[src/gddw_pkg.sv]
`default_nettype none
// ----------------------------------------------------------------------------
// gddw_pkg
// Types, constants and helper functions of the Gregorian day difference and
// weekday unit.
// ----------------------------------------------------------------------------
package gddw_pkg;

   typedef logic [13:0]        year_type;
   typedef logic [3:0]         month_type;
   typedef logic [4:0]         mday_type;
   typedef logic [22:0]        abs_day_type;
   typedef logic signed [22:0] diff_type;
   typedef logic [2:0]         weekday_type;
   typedef logic [8:0]         ord_day_type;

   typedef enum logic {
      ACT_DIFF    = 1'b0,
      ACT_WEEKDAY = 1'b1
   } action_type;

   typedef struct packed {
      year_type  year;
      month_type month;
      mday_type  day;
   } date_type;

   // Days of the months before each month, common year.
   localparam ord_day_type MONTH_BASE [12] = '{
      9'd0, 9'd31, 9'd59, 9'd90, 9'd120, 9'd151,
      9'd181, 9'd212, 9'd243, 9'd273, 9'd304, 9'd334
   };

   // Absolute day count of 1970-01-01.
   localparam abs_day_type EPOCH_DAY    = 23'd719529;
   // (day - EPOCH_DAY + Thursday) mod 7 equals (day + 5) mod 7.
   localparam logic [2:0]  WEEKDAY_BIAS = 3'd5;

   // Reciprocal of 25 scaled by 2^23, exact for all 13-bit dividends.
   localparam logic [18:0] DIV25_MUL    = 19'd335545;
   localparam int          DIV25_SHIFT  = 23;

   localparam diff_type    DIFF_MAX     = 23'sh3FFFFF;
   localparam diff_type    DIFF_MIN     = 23'sh400000;

   function automatic logic [8:0] div25(input logic [12:0] x);
      logic [31:0] p;
      p = 32'(x) * 32'(DIV25_MUL);
      return p[DIV25_SHIFT +: 9];
   endfunction

   function automatic ord_day_type month_base(input month_type m);
      ord_day_type r;
      if (m == 4'd0) begin
         r = '0;
      end else if (m > 4'd12) begin
         r = MONTH_BASE[11];
      end else begin
         r = MONTH_BASE[4'(m - 4'd1)];
      end
      return r;
   endfunction

   // 2^3 is 1 mod 7: fold octal digits until the value is small.
   function automatic weekday_type mod7(input logic [23:0] v);
      logic [5:0] s;
      logic [3:0] t;
      logic [3:0] u;
      s = '0;
      for (int i = 0; i < 8; i++) begin
         s = s + 6'(v[3*i +: 3]);
      end
      t = 4'(s[5:3]) + 4'(s[2:0]);
      u = 4'(t[3]) + 4'(t[2:0]);
      return (u >= 4'd7) ? 3'(u - 4'd7) : u[2:0];
   endfunction

endpackage
`default_nettype wire

[src/gddw_req_if.sv]
`default_nettype none
// ----------------------------------------------------------------------------
// gddw_req_if
// Request channel: action and two dates, valid/ready handshake.
// ----------------------------------------------------------------------------
interface gddw_req_if import gddw_pkg::*; ();
   logic       valid;
   logic       ready;
   action_type action;
   year_type   from_year;
   month_type  from_month;
   mday_type   from_day;
   year_type   to_year;
   month_type  to_month;
   mday_type   to_day;

   modport source (
      output valid, action, from_year, from_month, from_day, to_year, to_month, to_day,
      input  ready
   );
   modport sink (
      input  valid, action, from_year, from_month, from_day, to_year, to_month, to_day,
      output ready
   );
endinterface
`default_nettype wire

[src/gddw_rsp_if.sv]
`default_nettype none
// ----------------------------------------------------------------------------
// gddw_rsp_if
// Response channel: day difference and weekday, valid/ready handshake.
// ----------------------------------------------------------------------------
interface gddw_rsp_if import gddw_pkg::*; ();
   logic        valid;
   logic        ready;
   diff_type    day_difference;
   weekday_type weekday;

   modport source (output valid, day_difference, weekday, input ready);
   modport sink (input valid, day_difference, weekday, output ready);
endinterface
`default_nettype wire

[src/gregorian_day_difference_weekday_unit.sv]
`default_nettype none
// ----------------------------------------------------------------------------
// gregorian_day_difference_weekday_unit
// Days between two Gregorian dates, or offset from 1970-01-01 and weekday.
// ----------------------------------------------------------------------------
// Path: an accepted request moves from stage 1 through stage 2 into the response register.
// Throughput: one request per cycle while rsp.ready holds; three register stages (request, day
//   counts, response) each advance on their own, so bubbles are squeezed out.
// Reset: synchronous, active high; clears all stage valid bits, payload
//   registers are not reset.
// ----------------------------------------------------------------------------
module gregorian_day_difference_weekday_unit import gddw_pkg::*; (
   input  logic          clock,
   input  logic          reset,
   gddw_req_if.sink      req,
   gddw_rsp_if.source    rsp
);

   // Stage 1: captured request
   logic        s1_valid_ff,  s1_valid_in;
   action_type  s1_action_ff, s1_action_in;
   date_type    s1_from_ff,   s1_from_in;
   date_type    s1_to_ff,     s1_to_in;

   // Stage 2: absolute day counts
   logic        s2_valid_ff,  s2_valid_in;
   action_type  s2_action_ff, s2_action_in;
   abs_day_type s2_first_ff,  s2_first_in;
   abs_day_type s2_second_ff, s2_second_in;

   // Output register
   logic        rsp_valid_ff,   rsp_valid_in;
   diff_type    rsp_diff_ff,    rsp_diff_in;
   weekday_type rsp_weekday_ff, rsp_weekday_in;

   logic        out_en;
   logic        s2_en;
   logic        s1_en;

   abs_day_type first_day;
   abs_day_type second_day;
   diff_type    diff_val;
   weekday_type weekday_val;

   // Each stage loads when empty or when its contents move on this cycle.
   assign out_en    = !rsp_valid_ff || rsp.ready;
   assign s2_en     = !s2_valid_ff || out_en;
   assign s1_en     = !s1_valid_ff || s2_en;
   assign req.ready = s1_en;

   gddw_abs_day u_first (
      .date    (s1_from_ff),
      .abs_day (first_day)
   );

   gddw_abs_day u_second (
      .date    (s1_to_ff),
      .abs_day (second_day)
   );

   gddw_result u_result (
      .action         (s2_action_ff),
      .first_day      (s2_first_ff),
      .second_day     (s2_second_ff),
      .day_difference (diff_val),
      .weekday        (weekday_val)
   );

   always_comb begin
      // hold by default
      s1_valid_in    = s1_valid_ff;
      s1_action_in   = s1_action_ff;
      s1_from_in     = s1_from_ff;
      s1_to_in       = s1_to_ff;
      s2_valid_in    = s2_valid_ff;
      s2_action_in   = s2_action_ff;
      s2_first_in    = s2_first_ff;
      s2_second_in   = s2_second_ff;
      rsp_valid_in   = rsp_valid_ff;
      rsp_diff_in    = rsp_diff_ff;
      rsp_weekday_in = rsp_weekday_ff;

      if (s1_en) begin
         s1_valid_in  = req.valid;
         s1_action_in = req.action;
         s1_from_in   = '{year: req.from_year, month: req.from_month, day: req.from_day};
         s1_to_in     = '{year: req.to_year, month: req.to_month, day: req.to_day};
      end
      if (s2_en) begin
         s2_valid_in  = s1_valid_ff;
         s2_action_in = s1_action_ff;
         s2_first_in  = first_day;
         s2_second_in = second_day;
      end
      if (out_en) begin
         rsp_valid_in   = s2_valid_ff;
         rsp_diff_in    = diff_val;
         rsp_weekday_in = weekday_val;
      end
   end

   always_ff @(posedge clock) begin
      if (reset) begin
         s1_valid_ff  <= 1'b0;
         s2_valid_ff  <= 1'b0;
         rsp_valid_ff <= 1'b0;
      end else begin
         s1_valid_ff  <= s1_valid_in;
         s2_valid_ff  <= s2_valid_in;
         rsp_valid_ff <= rsp_valid_in;
      end
      s1_action_ff   <= s1_action_in;
      s1_from_ff     <= s1_from_in;
      s1_to_ff       <= s1_to_in;
      s2_action_ff   <= s2_action_in;
      s2_first_ff    <= s2_first_in;
      s2_second_ff   <= s2_second_in;
      rsp_diff_ff    <= rsp_diff_in;
      rsp_weekday_ff <= rsp_weekday_in;
   end

   assign rsp.valid          = rsp_valid_ff;
   assign rsp.day_difference = rsp_diff_ff;
   assign rsp.weekday        = rsp_weekday_ff;

   // An accepted request lands in stage 1.
   a_req_capture: assert property (@(posedge clock) disable iff (reset)
      (req.valid && req.ready) |=> s1_valid_ff)
      else $error("accepted request not captured");

   // Stage 2 contents move to the output whenever the output can load.
   a_s2_advance: assert property (@(posedge clock) disable iff (reset)
      (s2_valid_ff && out_en) |=> rsp_valid_ff)
      else $error("day counts dropped before the response register");

   // A full stage 1 that cannot advance blocks new requests.
   a_backpressure: assert property (@(posedge clock) disable iff (reset)
      (s1_valid_ff && !s2_en) |-> !req.ready)
      else $error("request accepted over a stalled stage");

   // Weekday stays in range.
   a_weekday_range: assert property (@(posedge clock) disable iff (reset)
      rsp_valid_ff |-> (rsp_weekday_ff <= 3'd6))
      else $error("weekday out of range");

   // Reset empties the response register.
   a_reset_empty: assert property (@(posedge clock)
      reset |=> !rsp_valid_ff)
      else $error("response valid after reset");

endmodule
`default_nettype wire

[src/gddw_abs_day.sv]
`default_nettype none
// ----------------------------------------------------------------------------
// gddw_abs_day
// Map a date to its absolute day count since year 0 (proleptic Gregorian).
// ----------------------------------------------------------------------------
module gddw_abs_day import gddw_pkg::*; (
   input  date_type    date,
   output abs_day_type abs_day
);

   logic [14:0] y_p3;
   logic [14:0] y_p99;
   logic [14:0] y_p399;
   logic [8:0]  cent_cnt;
   logic [8:0]  quad_cnt;
   logic [22:0] year_days;
   logic [11:0] k;
   logic [8:0]  k_q;
   logic        k_mult25;
   logic        leap;
   ord_day_type ord;

   assign y_p3   = 15'(date.year) + 15'd3;
   assign y_p99  = 15'(date.year) + 15'd99;
   assign y_p399 = 15'(date.year) + 15'd399;

   // floor(a/100) = floor(floor(a/4)/25), floor(a/400) = floor(floor(a/16)/25)
   assign cent_cnt = div25(y_p99[14:2]);
   assign quad_cnt = div25(13'(y_p399[14:4]));

   assign year_days = 23'(date.year) * 23'd365 + 23'(y_p3[14:2])
                      - 23'(cent_cnt) + 23'(quad_cnt);

   // Leap: divisible by 4, and by 16 or not by 25.
   assign k        = date.year[13:2];
   assign k_q      = div25(13'(k));
   assign k_mult25 = (14'(k) == 14'(k_q) * 14'd25);
   assign leap     = (date.year[1:0] == 2'd0) && ((date.year[3:2] == 2'd0) || !k_mult25);

   assign ord = 9'(date.day) + month_base(date.month)
                + 9'((date.month > 4'd2) && leap);

   assign abs_day = year_days + 23'(ord);

endmodule
`default_nettype wire

[src/gddw_result.sv]
`default_nettype none
// ----------------------------------------------------------------------------
// gddw_result
// Form the saturated day difference and the weekday from two day counts.
// ----------------------------------------------------------------------------
module gddw_result import gddw_pkg::*; (
   input  action_type  action,
   input  abs_day_type first_day,
   input  abs_day_type second_day,
   output diff_type    day_difference,
   output weekday_type weekday
);

   logic signed [23:0] diff_wide;

   always_comb begin
      if (action == ACT_WEEKDAY) begin
         diff_wide = $signed({1'b0, first_day}) - $signed({1'b0, EPOCH_DAY});
         weekday   = mod7(24'(first_day) + 24'(WEEKDAY_BIAS));
      end else begin
         diff_wide = $signed({1'b0, second_day}) - $signed({1'b0, first_day});
         weekday   = '0;
      end
      // clamp when the top two bits disagree
      if (diff_wide[23] != diff_wide[22]) begin
         day_difference = diff_wide[23] ? DIFF_MIN : DIFF_MAX;
      end else begin
         day_difference = diff_wide[22:0];
      end
   end

endmodule
`default_nettype wire

[src/flat_wrapper.sv]
// flat-port wrapper written by rule: the top's interface ports become plain ports
module gregorian_day_difference_weekday_unit_flat import gddw_pkg::*;
  (clock, reset, req_valid, req_action, req_from_year, req_from_month, req_from_day, req_to_year, req_to_month, req_to_day, req_ready, rsp_valid, rsp_day_difference, rsp_weekday, rsp_ready);
  gddw_req_if req_i ();
  gddw_rsp_if rsp_i ();
  input  logic clock;
  input  logic reset;
  input wire logic [$bits(req_i.valid)-1:0] req_valid;
  input wire logic [$bits(req_i.action)-1:0] req_action;
  input wire logic [$bits(req_i.from_year)-1:0] req_from_year;
  input wire logic [$bits(req_i.from_month)-1:0] req_from_month;
  input wire logic [$bits(req_i.from_day)-1:0] req_from_day;
  input wire logic [$bits(req_i.to_year)-1:0] req_to_year;
  input wire logic [$bits(req_i.to_month)-1:0] req_to_month;
  input wire logic [$bits(req_i.to_day)-1:0] req_to_day;
  output wire logic [$bits(req_i.ready)-1:0] req_ready;
  output wire logic [$bits(rsp_i.valid)-1:0] rsp_valid;
  output wire logic [$bits(rsp_i.day_difference)-1:0] rsp_day_difference;
  output wire logic [$bits(rsp_i.weekday)-1:0] rsp_weekday;
  input wire logic [$bits(rsp_i.ready)-1:0] rsp_ready;
  assign req_i.valid = req_valid;
  assign req_i.action = req_action;
  assign req_i.from_year = req_from_year;
  assign req_i.from_month = req_from_month;
  assign req_i.from_day = req_from_day;
  assign req_i.to_year = req_to_year;
  assign req_i.to_month = req_to_month;
  assign req_i.to_day = req_to_day;
  assign req_ready = req_i.ready;
  assign rsp_valid = rsp_i.valid;
  assign rsp_day_difference = rsp_i.day_difference;
  assign rsp_weekday = rsp_i.weekday;
  assign rsp_i.ready = rsp_ready;
  gregorian_day_difference_weekday_unit u_core (.clock(clock), .reset(reset), .req(req_i), .rsp(rsp_i));
endmodule
[config.mk]
export PLATFORM = sky130hd
export DESIGN_NAME = gregorian_day_difference_weekday_unit_flat
export DESIGN_NICKNAME = d
export VERILOG_FILES = /design/src/gddw_pkg.sv /design/src/gddw_req_if.sv /design/src/gddw_rsp_if.sv /design/src/gregorian_day_difference_weekday_unit.sv /design/src/gddw_abs_day.sv /design/src/gddw_result.sv /design/src/flat_wrapper.sv
export SDC_FILE = /design/constraint.sdc
export NUM_CORES = 2
export LEC_CHECK = 0
export BUFFER_PORTS_ARGS = -buffer_cell sky130_fd_sc_hd__buf_2
export CAP_MARGIN = 20
export CORE_AREA = 3 3 261 263
export CTS_CLUSTER_SIZE = 12
export DETAILED_ROUTE_END_ITERATION = 12
export DIE_AREA = 0 0 264 266
export GPL_ROUTABILITY_DRIVEN = 1
export GPL_TIMING_DRIVEN = 0
export PLACE_DENSITY = 0.76
export SETUP_SLACK_MARGIN = 0.3
export SLEW_MARGIN = 10
export SYNTH_ARGS = -nofsm -noshare
export SYNTH_HDL_FRONTEND = slang
export SYNTH_SLANG_ARGS = --single-unit
[constraint.sdc]
create_clock -name clock -period 15.6 [get_ports clock]
set_input_delay 0.78 -clock clock [delete_from_list [all_inputs] [get_ports clock]]
set_output_delay 0.78 -clock clock [all_outputs]
set_load 0.02 [all_outputs]
---- Word level (Yosys, flattened, before mapping) ----
Memories as Yosys holds them, arrays and structs flattened.
Cells that the tools add are included.
storage, ports and cells
  word-level logic and storage cells ...... 104
  register bits ........................... 123
  input port bits ......................... 51
  bits in read-only memories .............. 288
  memories ................................ 2
  output and inout bits ................... 28
memories
  memory            words  bits a word  read ports  clocked after Yosys merged registers in  write ports  RTL line        text
  (name not given)  16     9            1           0                                        0            gddw_pkg.sv:59  r = MONTH_BASE[4'(m - 4'd1)];
  (name not given)  16     9            1           0                                        0            gddw_pkg.sv:59
operators by class
  reduce and logical (&&, ||, !) cells .... 20
  muxes and demuxes ....................... 12
  magnitude comparators ................... 7
  eq/ne operators ......................... 3
  multipliers ............................. 10
  bitwise operators ....................... 2
  add/subtract/negate cells ............... 33
operators with widths
  operator                  number
  $mux W9                   8
  $mul A13 B19 Y32 const B  2
  $mul A12 B19 Y31 const B  2
  $mul A11 B19 Y30 const B  2
  $add A23 B13 Y23          2
  $add A23 B7 Y23           2
  $add A23 B9 Y23           2
  $mul A14 B9 Y23 const B   2
  $mux W23                  2
  $sub A23 B9 Y23           2
  $add A14 B2 Y15 const B   2
  $add A14 B7 Y15 const B   2
  $add A14 B9 Y15 const B   2
  $eq A12 B13 Y1            2
  $mul A8 B5 Y13 const B    2
  $add A23 B3 Y24 const B   1
  $add A6 B3 Y6             4
  $mux W24                  1
  $sub A23 B20 Y24 const B  1
  $sub A23 B23 Y24          1
  $add A5 B9 Y9             2
  $add A9 B1 Y9             2
  $ge A5 B5 Y1 const B      2
  $not A4 Y5                2
  16 further kinds          35

---- Logic depth before layout (Yosys ltp) ----
  depth after elaboration ................. 12
  gate-level depth with buffers ........... 58
  depth with buffers taken out ............ 58

---- Cells and area by module ----
From an unflattened synthesis, not the netlist that was laid out.
second synthesis, totals
  cells, all modules ...................... 3981
  area, all modules ....................... 39404.0 sq um
modules (own cells, without submodules)
  module                                 cells each  seq. area each (sq um)  times used  area an instance (sq um)
  gddw_abs_day (u_core.u_first)          1703        0.0                     1           16280.6
  gddw_abs_day (u_core.u_second)         1718        0.0                     1           16255.6
  gregorian_day_difference_weekday_unit  132         3663.5                  1           3712.3
  gddw_result                            428         0.0                     1           3155.5

---- Worst setup path before layout ----
No wires, ideal clock.
  path kind ............................... flip-flop to flip-flop
  from .................................... reg u_core.s1_from_ff[15] (netlist name)
  to ...................................... reg u_core.s2_first_ff[22] (data pin)
  cell stages (with the launch flop) ...... 58
  period minus slack after synthesis ...... 13.733 ns
  library setup time ...................... 0.259 ns
  setup slack ............................. 1.867 ns
  arrival ................................. 13.473 ns
  path buffers ............................ 0
  data required time ...................... 15.341 ns
  cell sequence ........................... edfxtp_1 inv_1 ha_1 inv_1 ha_1 inv_1 fa_1 inv_1 fa_1 inv_1 fa_1 inv_1 ha_1 a211oi_1 o211ai_1 o211ai_1 a31oi_2 a221oi_2 [... 22 more ...] nor3_1 xnor2_1 fa_1 ha_1 fa_1 inv_1 fa_1 fa_1 inv_1 ha_1 a211o_1 or2_0 o221ai_1 a41o_1 o21ai_1 a211oi_1 a21oi_1 xnor2_1
on the way
  word-level cells in the longest chain between the ends .. 9
  elaborated cells on any way between the ends .. 18
  classes of those cells .................. 8 x add/sub; 5 x mul; 1 x eq/ne; 4 x reduce/logical
RTL lines
  what                      RTL line                                      text
  start, declared           gregorian_day_difference_weekday_unit.sv:22   date_type s1_from_ff, s1_from_in;
  start signal, assigned    gregorian_day_difference_weekday_unit.sv:113  s1_from_ff <= s1_from_in;
  $mul A12 B19 Y31          gddw_pkg.sv:48                                p = 32'(x) * 32'(DIV25_MUL);
  $mul A8 B5 Y13            gddw_abs_day.sv:37                            assign k_mult25 = (14'(k) == 14'(k_q) * 14'd25);
  $eq A12 B13 Y1            gddw_abs_day.sv:37
  $logic_not A1 Y1          gddw_abs_day.sv:38                            assign leap = (date.year[1:0] == 2'd0) && ((date.year[3:2] == 2'd0) || !k_mult25);
  $logic_or A1 B1 Y1        gddw_abs_day.sv:38
  $logic_and A1 B1 Y1       gddw_abs_day.sv:38
  $logic_and A1 B1 Y1       gddw_abs_day.sv:41                            + 9'((date.month > 4'd2) && leap);
  $add A9 B1 Y9             gddw_abs_day.sv:41
  $add A23 B9 Y23 *         gddw_abs_day.sv:43                            assign abs_day = year_days + 23'(ord);
  via u_core.first_day[22]  gregorian_day_difference_weekday_unit.sv:40   abs_day_type first_day;
  end signal, assigned      gregorian_day_difference_weekday_unit.sv:116  s2_first_ff <= s2_first_in;
  end, declared             gregorian_day_difference_weekday_unit.sv:28   abs_day_type s2_first_ff, s2_first_in;
The timed path passes the listed nets; every way through them passes the cells marked *.
A chain may end at the register's enable or synchronous reset.

---- Worst setup path in the final report ----
  from .................................... reg u_core.s1_from_ff[21] (netlist name)
  to ...................................... reg u_core.s2_first_ff[22] (data pin)
The elaborated chain is that of the path after synthesis.

==> metrics.txt <==
CP Launch Type=register; dpl hpwl=around 77 mm; DR iter-0 viols=around 1700; clk slew on worst S/H paths=~0.070 ns; Avg Cell Area, Syn=9.88 um2; Crit-path slowest cell=fa_1; maximum clock path buffer count=2; r2r setup slk=~0.9 ns; wire per inst=~18 um; multiplexer area fraction after synthesis=less than 1%; die width=between 200 and 300 um; Worst Setup End Kind=register; global-route wire length before repair=around 150 mm; Ys Warns=0; CP Max Fanout=10; clk_skew=roughly 0.017 ns; largest family of logic cells by synthesized area=adder cells; worst path arrival time=14.93 ns; Die ar.=roughly 0.07 mm2; fin. max-slew vios=0; Antenna Nets Post-Route=0; Antenna Cells=0; RSZ-0062 raised after global routing=no; Hold WC Path Type=in -> reg; Hold Fails Final Rpt=0; drt drc=0; Worst-Margin Slew=between 1 and 1.5 ns; Post-synth EDFFs=120; GRT Util Overall=between 20% and 30%; vias per cell=between 5 and 6; Top cell by count, worst path=fa_1; TritonCTS clock tree=built; FP Rows=94; CP Class=reg -> reg; fmax=0.0680 GHz; Synth cell types=96; Syn Std Cell Area=approximately 0.04 mm2; grt ovf=0; register area share after synthesis=9.30%; Post-Synth XOR/XNOR Area=5.98%; post-cts hold buffer count=0; vias in the first global route=around 29000; PortBufs=a little under 80; pin count of the biggest net entering global routing=between 40 and 50; clk_lat worst skew=slightly below 0.5 ns; Starting Density=between 50 and 60%; vias=approximately 28000; CTS buffer count=17; Root Buffer=clkbuf_16; chip height=between 200 and 300 um; core area=0.0659 mm2; H-tree depth=4; Area growth syn-to-layout=7.18%; minimum clock period=14.70 ns; initial antenna violation count=0; Most used DFF post-synth=edfxtp_1; final setup TNS=0 ns; Final Cycle Share=94.2%; CTS Sinks=about 120; outcome=completed; Core Util, Final=64.1%; CP Data Required Time=15.83 ns; Adder-Cell Fraction of Synth Area=59.4%; Synth Area in Compound Gates=about 8%; I/O pins=79; simple-gate share of the synthesized area=6.68%; Pre-antenna DRT Iters=6; Seq cells post-synth=~120; layout cells sized above 1=a little over 6%; nets@finish=about 5700; ys async rst share=0%; Post-Synthesis Cells=between 3000 and 4000; # setup viols final=0; syn_nets=between 5000 and 6000; Max-Cap Viols=0; Max stage delay on crit path=0.55 ns; Slew headroom=between 20% and 30%; final wirelength=91.5 mm; Placer Congestion=between 0.9 and 1
[state kept, by name, summed over array words and instances, names as in the netlist, 3 cells and up]
signal and count:
u_core.s2_first_ff 23, u_core.rsp.weekday 3, u_core.s2_second_ff 23, u_core.s1_to_ff 23, u_core.rsp.day_difference 23, u_core.s1_from_ff 23
[layer usage]
| metal | wire (um) | part of all wire, % | vias to the layer above | GRT usage, % |
|---|---|---|---|---|
| met1 | 40900 | 45 | 13600 | 37.7 |
| met2 | 41300 | 45 | 834 | 42.1 |
| met4 | 1900 | 2.1 | 0 | 6.59 |
| li1 | - | - | 13200 | - |
| met5 | 0 | 0 | - | 0 |
| met3 | 7400 | 8.1 | 129 | 6.76 |
[kinds of logic (layout without fill, tap and decap cells)]
family	count (synthesis)	count (layout)
muxes	7	7
adders and majority gates	1497	1497
and+or+nand+nor	536	536
xor gates and xnor gates	268	268
buffers and inverters	1079	1271
AOI/OAI and AO/OA	477	477
DFF	123	123
[area by class of cell]
class,count,area (um2)
Buffer,29,143
Fill cell,5227,23600
Clock buffer,18,429
Sequential cell,123,3660
Multi-Input combinational cell,2785,31700
Clock inverter,14,171
Inverter,1050,3950
Timing Repair Buffer,160,1070
Tap cell,864,1080
[through the flow]
| stage | cells | area [um2] | worst slack, ns | hold slack (ns) |
|---|---|---|---|---|
| floorplan | 3987 | 39400 | 1.87 | 0.400 |
| global placement | 4929 | 40900 | -0.0378 | 0.439 |
| detailed placement | 4936 | 41000 | -0.0858 | 0.471 |
| CTS | 4990 | 41800 | 0.319 | 0.429 |
| global route | 5043 | 42200 | 0.282 | 0.446 |
| finish | 5043 | 42200 | 0.901 | 0.463 |
[path summary, 6_finish.rpt]
path	cells past startpoint	from	to
max reg2reg	54	u_core.s1_from_ff[21]$_DFFE_PP_	u_core.s2_first_ff[22]$_DFFE_PP_
min	1	req_to_year[12]	u_core.s1_to_ff[21]$_DFFE_PP_
min reg2reg	2	u_core.s2_valid_ff$_SDFFE_PP0P_	u_core.rsp.valid$_SDFFE_PP0P_
max	54	u_core.s1_from_ff[21]$_DFFE_PP_	u_core.s2_first_ff[22]$_DFFE_PP_
[worst max-delay path, delay by kind of cell, from the launching register on]
family | cells | cell delay (ns)
AND/OR/NAND/NOR | 6 | 1.17
AO/OA/AOI/OAI | 17 | 3.74
adder cells (fa/ha/maj) | 18 | 7.42
XOR/XNOR | 5 | 1.03
buffers and inverters | 8 | 0.61
flip-flops | 1 | 0.46
[cell usage in the layout, fill, tap and decap left out, types with 16 or more instances in the layout]
master / netlist / final
nor2_1: 136 / 136
a21o_1: 52 / 52
nand4_1: 24 / 24
xor2_1: 59 / 59
nor2b_1: 29 / 29
nand3_1: 51 / 51
o21a_1: 24 / 24
o21ai_0: 80 / 79
nand2_1: 143 / 142
o211ai_1: 18 / 18
buf_2: 2 / 80
inv_1: 1046 / 1042
fa_1: 627 / 627
xnor2_1: 208 / 204
nor3_1: 36 / 36
a21oi_1: 143 / 143
buf_4: 0 / 77
nand2b_1: 16 / 16
a211oi_1: 21 / 19
ha_1: 854 / 853
and3_1: 26 / 26
clkbuf_1: 21 / 22
edfxtp_1: 120 / 120
clkbuf_16: 0 / 17
[cell usage after synthesis, types with 14 or more instances]
cell	number	area (um2)
clkbuf_1	21	78.8
a21o_1	52	390
nand2b_1	16	100
o21ai_0	80	400
and3_1	26	163
edfxtp_1	120	3600
or2_2	14	87.6
nor2_1	136	510
nand3_1	51	255
nand2_1	143	537
a21oi_1	143	716
ha_1	854	10700
nor2b_1	29	181
o211ai_1	18	135
maj3_1	14	140
inv_1	1046	3930
a31oi_1	14	87.6
o21a_1	24	180
nor3_1	36	180
xor2_1	59	517
a211oi_1	21	158
nand4_1	24	150
xnor2_1	208	1820
fa_1	627	12600
[what timing repair did]
item                                    in CTS  in global routing
endpoints found under the hold margin        0                  0
pin swaps                                    0                  6
setup buffers                               22                 51
endpoints found under the setup margin       8                 21
resized for setup                            0                 12
Power is not shown: default switching activity piles up to over one toggle a cycle in this logic, so the estimate is an artifact.
